File: config.mk
export PLATFORM = sky130hd
export DESIGN_NAME = per_band_beat_detector
export DESIGN_NICKNAME = d
export VERILOG_FILES = /design/src/sv/pbbd_pkg.sv /design/src/sv/pbbd_state.sv /design/src/sv/pbbd_update.sv /design/src/sv/per_band_beat_detector.sv
export SDC_FILE = /design/constraint.sdc
export NUM_CORES = 1
export LEC_CHECK = 0
export ABC_AREA = 1
export BUFFER_PORTS_ARGS = -buffer_cell sky130_fd_sc_hd__buf_2
export CORE_MARGIN = 2
export CORE_UTILIZATION = 55
export CTS_CLUSTER_DIAMETER = 80
export DETAILED_ROUTE_END_ITERATION = 8
export PLACE_DENSITY = 0.77
export SETUP_SLACK_MARGIN = 0.02
export SLEW_MARGIN = 20
export SYNTH_ARGS = -nofsm -noshare
export SYNTH_HDL_FRONTEND = slang
export SYNTH_SLANG_ARGS = --single-unit
File: constraint.sdc
create_clock -name clk -period 27.9 [get_ports clk]
set_clock_uncertainty 0.1 [all_clocks]
set_input_delay 5.58 -clock clk [delete_from_list [all_inputs] [get_ports clk]]
set_output_delay 5.58 -clock clk [all_outputs]
set_load 0.02 [all_outputs]
File: src/sv/pbbd_pkg.sv
package pbbd_pkg;

	localparam int DEF_NUM_BANDS = 16;

	localparam logic [3:0] TENTHS_RESET = 4'd7;
	localparam logic [8:0] PEAK_RESET   = 9'd50;

	typedef struct packed {
		logic [3:0] band_index;
		logic [7:0] power;
	} sample_t;

	typedef struct packed {
		logic       beat;
		logic [8:0] peak_level;
	} result_t;

	typedef struct packed {
		logic [7:0] floor_level;
		logic [8:0] peak_track;
		logic [7:0] last_power;
		logic [7:0] older_power;
	} band_state_t;

endpackage

File: src/sv/pbbd_state.sv
module pbbd_state #(
	parameter int NUM_BANDS = pbbd_pkg::DEF_NUM_BANDS,
	parameter int IDX_W     = (NUM_BANDS > 1) ? $clog2(NUM_BANDS) : 1
) (
	input  logic                    clk,
	input  logic                    arst_n,
	input  logic [IDX_W-1:0]        idx,
	input  logic                    wr_en,
	input  pbbd_pkg::band_state_t   wr_data,
	output pbbd_pkg::band_state_t   rd_data
);

	pbbd_pkg::band_state_t bank_q [NUM_BANDS];

	assign rd_data = bank_q[idx];

	always_ff @(posedge clk or negedge arst_n) begin
		if (!arst_n) begin
			for (int b = 0; b < NUM_BANDS; b++) begin
				bank_q[b].floor_level <= '0;
				bank_q[b].peak_track  <= pbbd_pkg::PEAK_RESET;
				bank_q[b].last_power  <= '0;
				bank_q[b].older_power <= '0;
			end
		end else if (wr_en) begin
			bank_q[idx] <= wr_data;
		end
	end

endmodule

File: src/sv/pbbd_update.sv
module pbbd_update (
	input  pbbd_pkg::band_state_t cur,
	input  logic [7:0]            power,
	input  logic [3:0]            tenths,
	output pbbd_pkg::band_state_t nxt,
	output logic                  beat
);

	logic [8:0]  lhs_max;
	logic        local_max;
	logic [10:0] peak_sum;
	logic [8:0]  peak_new;
	logic [7:0]  floor_dec;
	logic [11:0] power_x10;
	logic [13:0] thresh;

	always_comb begin
		// previous sample stood above the current one by a quarter of the peak and above the one before it
		lhs_max   = {1'b0, power} + {2'b0, cur.peak_track[8:2]};
		local_max = (lhs_max < {1'b0, cur.last_power}) &&
			(cur.last_power > cur.older_power);

		if ({1'b0, cur.last_power} > cur.peak_track)
			peak_sum = 11'(3 * cur.peak_track) + {2'b0, cur.last_power, 1'b0};
		else
			peak_sum = 11'(3 * cur.peak_track) + {3'b0, cur.last_power};

		peak_new = local_max ? peak_sum[10:2] : cur.peak_track;

		if (power < cur.floor_level)
			floor_dec = power;
		else if (cur.floor_level != 8'd0)
			floor_dec = cur.floor_level - 8'd1;
		else
			floor_dec = cur.floor_level;

		power_x10 = 12'(power * 10);
		thresh    = 14'(floor_dec * 10) + 14'(tenths) * 14'(peak_new);
		beat      = {2'b0, power_x10} > thresh;

		nxt.peak_track  = peak_new;
		nxt.floor_level = beat ? power : floor_dec;
		nxt.older_power = cur.last_power;
		nxt.last_power  = power;
	end

endmodule

File: src/sv/per_band_beat_detector.sv
// Per-band beat detector. Each beat on the sample channel carries a band index and that band's
// power; each yields exactly one result (beat flag and the band's updated peak level), in order.
// One sample is taken every cycle unless result_stall holds the pipeline: the sample sits in
// an input register, the band's state is read from a register bank, updated in one combinational
// pass and written back on the same edge the result register loads, so samples of the same band
// may follow each other back to back. The result is registered: it loads into the result register
// as its sample leaves the input register. A band index at or above NUM_BANDS returns beat 0 and
// peak level 0 and leaves all state alone. Write cfg_wr_data (trigger tenths, reset 7) only while
// the block is idle.
module per_band_beat_detector #(
	parameter int NUM_BANDS = pbbd_pkg::DEF_NUM_BANDS
) (
	input  logic              clk,
	input  logic              arst_n,
	input  logic              sample_valid,
	output logic              sample_stall,
	input  pbbd_pkg::sample_t sample,
	output logic              result_valid,
	input  logic              result_stall,
	output pbbd_pkg::result_t result,
	input  logic              cfg_wr_en,
	input  logic [3:0]        cfg_wr_data
);

	localparam int IDX_W = (NUM_BANDS > 1) ? $clog2(NUM_BANDS) : 1;

	logic [3:0]            tenths_q;
	logic                  valid_s1;
	pbbd_pkg::sample_t     sample_s1;
	logic                  valid_s2;
	pbbd_pkg::result_t     result_s2;

	logic                  adv_s2;
	logic                  adv_s1;
	logic                  in_range;
	logic [IDX_W+3:0]      idx_wide;
	logic [IDX_W-1:0]      idx;
	pbbd_pkg::band_state_t cur_state;
	pbbd_pkg::band_state_t nxt_state;
	logic                  beat_c;

	assign adv_s2       = !valid_s2 || !result_stall;
	assign adv_s1       = valid_s1 && adv_s2;
	assign sample_stall = valid_s1 && !adv_s2;

	assign in_range = 32'(sample_s1.band_index) < NUM_BANDS;
	assign idx_wide = {{IDX_W{1'b0}}, sample_s1.band_index};
	assign idx      = idx_wide[IDX_W-1:0];

	pbbd_state #(
		.NUM_BANDS (NUM_BANDS),
		.IDX_W     (IDX_W)
	) u_state (
		.clk     (clk),
		.arst_n  (arst_n),
		.idx     (idx),
		.wr_en   (adv_s1 && in_range),
		.wr_data (nxt_state),
		.rd_data (cur_state)
	);

	pbbd_update u_update (
		.cur    (cur_state),
		.power  (sample_s1.power),
		.tenths (tenths_q),
		.nxt    (nxt_state),
		.beat   (beat_c)
	);

	always_ff @(posedge clk or negedge arst_n) begin
		if (!arst_n) begin
			tenths_q <= pbbd_pkg::TENTHS_RESET;
			valid_s1 <= 1'b0;
			valid_s2 <= 1'b0;
		end else begin
			if (cfg_wr_en)
				tenths_q <= cfg_wr_data;
			if (!sample_stall)
				valid_s1 <= sample_valid;
			if (adv_s2)
				valid_s2 <= valid_s1;
		end
	end

	always_ff @(posedge clk) begin
		if (sample_valid && !sample_stall)
			sample_s1 <= sample;
		if (adv_s1) begin
			// out-of-range band: report zeros
			result_s2.beat       <= in_range && beat_c;
			result_s2.peak_level <= in_range ? nxt_state.peak_track : 9'd0;
		end
	end

	assign result_valid = valid_s2;
	assign result       = result_s2;

endmodule
### After elaboration in Yosys (flattened, before gate mapping)

Index checks and enable logic that the tools add are counted.

* memories kept: 0
* output and inout bits: 12
* bits in read-only memories: 0
* logic and storage cells: 110
* bits in registers: 556
* bits in latches: 0
* bits in writable memories: 0
* input bits: 21

* add/subtract/negate cells: 5
* shift-type cells: 0
* bitwise logic cells: 1
* reductions and logical operators: 11
* mux-type cells: 11
* multiply operators: 4
* divide/modulo/power cells: 0
* equal/unequal tests: 0
* magnitude comparators: 7

Operators with widths (count)
* 528-bit bitwise mux: 1
* 33-bit binary-select mux with 4-bit select: 1
* 33-bit demux with 4-bit select: 1
* 33-bit 2-to-1 mux: 3
* 8-bit 2-to-1 mux: 3
* 8-bit by 3-bit multiplier with 11-bit output (second input constant): 2
* 12-bit by 13-bit adder with 14-bit output: 1
* 12-bit by 14-bit greater-than comparator with 1-bit output: 1
* 4-bit by 9-bit multiplier with 13-bit output: 1
* 11-bit by 8-bit adder with 11-bit output: 1
* 11-bit by 9-bit adder with 11-bit output: 1
* 2-bit by 9-bit multiplier with 11-bit output (first input constant): 1
* 11-bit 2-to-1 mux: 1
* 8-bit by 7-bit adder with 9-bit output: 1
* 8-bit by 9-bit greater-than comparator with 1-bit output: 1
* 9-bit by 8-bit less-than comparator with 1-bit output: 1
* 9-bit 2-to-1 mux: 1
* 8-bit greater-than comparator: 1
* 8-bit less-than comparator: 1
* 8-bit nonzero test: 1
* 8-bit by 1-bit subtractor with 8-bit output (second input constant): 1
* 5-bit greater-or-equal comparator (second input constant): 1
* 1-bit logical AND: 5
* 5-bit by 1-bit less-than comparator with 1-bit output (second input constant): 1
* other kinds (3): 6

### Depth between registers and ports, before layout

* word-level depth: 13
* mapped depth: 61
* depth with buffers taken out: 54

### By module

A second synthesis with hierarchy kept.

* cells, all modules: 4188
* area total of the unflattened synthesis: 30778.3 um2

Modules (own cells, without submodules)
* pbbd_state: instances 1, area an instance 24795.0 um2, seq. area each 13272.7 um2, cells each 3379
* pbbd_update: instances 1, area an instance 5078.6 um2, seq. area each 0.0 um2, cells each 759
* per_band_beat_detector: instances 1, area an instance 904.6 um2, seq. area each 814.5 um2, cells each 50

### Least setup slack after synthesis

OpenSTA, ideal clock, no wires.

* path kind: input port to output port
* start: in result_stall
* end: out sample_stall
* stages: 2
* required time: 22220 ps
* data arrival time: 5962 ps
* buffers on the path: 0
* setup slack: 16258 ps
* path through: nand2_1 -> nor2_1

* word-level cells in the longest chain between the ends: 4

Ends and longest elaborated chain
* start: declaration: RTL line per_band_beat_detector.sv:19 `input logic result_stall,`
* 1-bit logical NOT: RTL line per_band_beat_detector.sv:42 `assign adv_s2 = !valid_s2 || !result_stall;`
* 1-bit logical OR: RTL line per_band_beat_detector.sv:42
* 1-bit logical NOT: RTL line per_band_beat_detector.sv:44 `assign sample_stall = valid_s1 && !adv_s2;`
* 1-bit logical AND: RTL line per_band_beat_detector.sv:44
* end: declaration: RTL line per_band_beat_detector.sv:16 `output logic sample_stall,`

Every way passes these cells.

### Worst setup path after layout

* start: reg sample_s1, in the netlist idx[1]
* end: reg u_state.bank_q[460] (netlist bit)

* word-level cells in the longest chain between the ends: 13
* elaborated cells on any way between the ends: 30
* classes of those cells: 5 x add/sub; 3 x mul; 7 x order compare; 11 x mux; 1 x bitwise; 3 x reduce/logical

Ends and longest elaborated chain
* start: declaration: RTL line per_band_beat_detector.sv:29 `pbbd_pkg::sample_t sample_s1;`
* start signal: assignment: RTL line per_band_beat_detector.sv:87 `sample_s1 <= sample;`
* 4-bit inverter with 5-bit output (not written as such) (*): RTL line pbbd_state.sv:15, pbbd_state.sv:26
* 33-bit binary-select mux with 4-bit select: RTL line pbbd_state.sv:15 `assign rd_data = bank_q[idx];`
* 33-bit 2-to-1 mux (not written as such) (2 in series): RTL line pbbd_state.sv:15
* 2-bit by 9-bit multiplier with 11-bit output or 8-bit by 7-bit adder with 9-bit output (tied branches): RTL line pbbd_update.sv:24, pbbd_update.sv:26, pbbd_update.sv:19
* 11-bit by 8-bit adder with 11-bit output (tied with other cells): RTL line pbbd_update.sv:26 `peak_sum = 11'(3 * cur.peak_track) + {3'b0, cur.last_power};`
* 11-bit 2-to-1 mux or 1-bit logical AND (tied branches): RTL line pbbd_update.sv:23, pbbd_update.sv:20
* 9-bit 2-to-1 mux: RTL line pbbd_update.sv:28 `peak_new = local_max ? peak_sum[10:2] : cur.peak_track;`
* 4-bit by 9-bit multiplier with 13-bit output: RTL line pbbd_update.sv:38 `thresh = 14'(floor_dec * 10) + 14'(tenths) * 14'(peak_new);`
* 12-bit by 13-bit adder with 14-bit output: RTL line pbbd_update.sv:38
* 12-bit by 14-bit greater-than comparator with 1-bit output: RTL line pbbd_update.sv:39 `beat = {2'b0, power_x10} > thresh;`
* 8-bit 2-to-1 mux: RTL line pbbd_update.sv:42 `nxt.floor_level = beat ? power : floor_dec;`
* 528-bit bitwise mux (*): RTL line pbbd_state.sv:26 `bank_q[idx] <= wr_data;`
* end signal: indexed assignment: RTL line pbbd_state.sv:26
* end: declaration: RTL line pbbd_state.sv:13 `pbbd_pkg::band_state_t bank_q [NUM_BANDS];`

Mark *: on every way between the ends. The rest lies on a longest branch, timed or not. The select of a mux whose other input is x is not followed.
A chain may end at the register's enable or synchronous reset.

==> impl_metrics.tcl <==
set metrics [dict create \
    drv_slew 0 \
    finalWirelength_mm 88.4 \
    rr_startpoint "idx[1]" \
    endpoint "u_state.bank_q[460]" \
    yosysUniqueCellTypes 39 \
    fin_tns_setup_ps 0 \
    drtAntennaViolNets 0 \
    nets 3594 \
    arrival_ps 12810 \
    grt_max_degree 163 \
    critPathTopFamily "simple AND/OR/NAND/NOR gates" \
    crit_path_start_kind "register" \
    ctsHoldBuffers 0 \
    maxCapViolations 0 \
    fin_crit_sh_pct 44.5 \
    fin_crit_ps 12410 \
    status "finished clean" \
    grt-ovfl-total 0 \
    max_freq_ghz 0.0806 \
    hpwl_mm 51.9 \
    worst_pin_slew_ps 1060 \
    ff2ff_setup_slack_ps 15490 \
    detail_route.wl_per_cell_um 21.3 \
    die_h_um 233 \
    crit_path_max_fanout 36 \
    synth-edff-count 22 \
    cp-startpoint "idx[1]" \
    syn_nets 3663 \
    path_depth 48 \
    track_usage_pct 33.2 \
    clk_pin_slew_ps 60 \
    crit_buf_inv 6 \
    required_ps 28290 \
    grt_pass1_wl_mm 138 \
    hold_viol_final 0 \
    yosysWarnings 0 \
    antenna_found_initial 0 \
    die-area_sq_um 54200 \
    dr.pass1.iters 6 \
    cp-end-kind "register" \
    hp-class "register to register" \
    setup.worst_path.class "register to register" \
    crit_path_frequent_cell "nand2_1" \
    root_buffer "clkbuf_16" \
    drive_gt1_share_pct 8.04 \
    synthToLayoutAreaGrowth_pct 8.80 \
    yosys_register_bits 556 \
    drtIter0Drc 3148 \
    cts_made_buffers 57 \
    core_sq_um 51500 \
    synthTopCellsByCount "nand2_1 (1233), dfrtp_1 (483), o21ai_0 (384)" \
    async_flop_share_pct 96.0 \
    cpMaxStageDelayCell "nor2_4" \
    rows 83 \
    grt_pass1_vias 24119 \
    cts_max_level 2 \
    netlist_area_sq_um 28800 \
    insertion_delay_ps 640 \
    rr_worst_depth 48 \
    ioPinCount 33 \
    drc 0 \
    cts_resized 0 \
    setup_violations 0 \
    r2r-end "u_state.bank_q[460]" \
    synth_area_leader_cell "dfrtp_1" \
    ys_seq_area_share_pct 48.9 \
    initial_utilization_pct 55.9 \
    yosys.area.top_type_share_pct 41.9 \
    synth_area_leaders "dfrtp_1 (42%), nand2_1 (16%), o21ai_0 (6.7%)" \
    cts_buffer_depth 3 \
    gp_congestion 1.00 \
    vias 25132 \
    cp_slowest_stage_delay_ps 830 \
    rsz0062_at_grt "false" \
    synth_ff_type "dfrtp_1" \
    cts_sinks 556 \
    max_slew_margin_pct 28.7 \
    cts_tree "built" \
    dieWidth_um 233 \
    synth_most_common_cell "nand2_1" \
    whs_ps 378 \
    viasPerCell 6.05 \
    io_buffer_count 32 \
    avgSynthCellArea_sq_um 8.24 \
    post_cts_buffers 0 \
    n_antenna_cell 0 \
    synth_cells 3495 \
]
==> area by class of cell <==
cell class / count / area, sq um
fillers: 4482 / 20200
flip-flops and latches: 556 / 14100
multi-input cells: 2502 / 13000
clock buffers: 87 / 1720
well taps: 680 / 851
inverters: 221 / 832
repair buffers: 88 / 628
clock inverters: 18 / 185
==> routing by layer <==
metal | GRT usage [%] | routed length [um] | vias to the layer above
met5 | 0 | 0 | -
met4 | 15.8 | 4930 | 0
met3 | 6.59 | 9760 | 351
met2 | 50.3 | 38500 | 1498
met1 | 46.0 | 35200 | 11864
li1 | - | - | 11419
==> cell usage in the layout, fill, tap and decap left out, types with 19 or more instances in the layout <==
master | netlist | final
a21oi_1 | 90 | 90
a22oi_1 | 196 | 196
buf_2 | 45 | 31
buf_4 | 2 | 53
clkbuf_16 | 0 | 57
dfrtp_1 | 483 | 483
dfstp_2 | 51 | 51
edfxtp_1 | 22 | 22
fa_1 | 29 | 29
ha_1 | 118 | 118
inv_1 | 201 | 200
nand2_1 | 1233 | 1233
nand3_1 | 209 | 209
nand4_1 | 50 | 50
nor2_1 | 87 | 82
o21ai_0 | 384 | 384
xnor2_1 | 19 | 19
==> per-stage QoR <==
step | util (%) | instances | setup WS (ps) | instance area [sq um]
floorplan | - | 3495 | 16260 | 28800
global placement | 57.1 | 4047 | 15850 | 29400
detailed placement | 57.2 | 4047 | 15850 | 29400
CTS | 60.8 | 4152 | 15810 | 31300
global route | 60.9 | 4152 | 14630 | 31300
finish | 60.9 | 4152 | 15490 | 31300
==> cells by family (layout without fill, tap and decap cells) <==
kind of cell,count (synthesis),count (layout),synth area share (%)
AND/OR/NAND/NOR,1619,1619,22.8
flip-flops,556,556,48.9
AO/OA/AOI/OAI,700,700,14.1
adder cells (fa/ha/maj),147,147,7.14
buffers and inverters,437,414,5.97
XOR/XNOR,36,36,1.09
==> registers in the layout (all words and copies together) (netlist names) <==
register	count
u_state.bank_q	528
result	10
sample_s1	8
idx	4
tenths_q	4
result_valid	1
valid_s1	1
==> worst register-to-register path: cells and delay by family (launching register included) <==
| family | cells | cell delay, ps |
|---|---|---|
| fa+ha+maj | 8 | 3150 |
| buf+inv | 6 | 920 |
| flops | 1 | 630 |
| simple gates | 24 | 5820 |
| xor+xnor | 1 | 140 |
| compound gates | 9 | 1520 |
==> worst min path at each step <==
stage / from / end / slack [ps] / cells past startpoint
floorplan: valid_s1 / result_valid / 350 / 2
global placement: u_state.bank_q[24] / u_state.bank_q[24] / 360 / 2
detailed placement: u_state.bank_q[255] / u_state.bank_q[255] / 370 / 2
CTS: u_state.bank_q[255] / u_state.bank_q[255] / 380 / 2
global route: u_state.bank_q[447] / u_state.bank_q[447] / 390 / 2
finish: u_state.bank_q[27] / u_state.bank_q[27] / 380 / 2
Power is not shown: default switching activity piles up to over one toggle a cycle in this logic, so the estimate is an artifact.
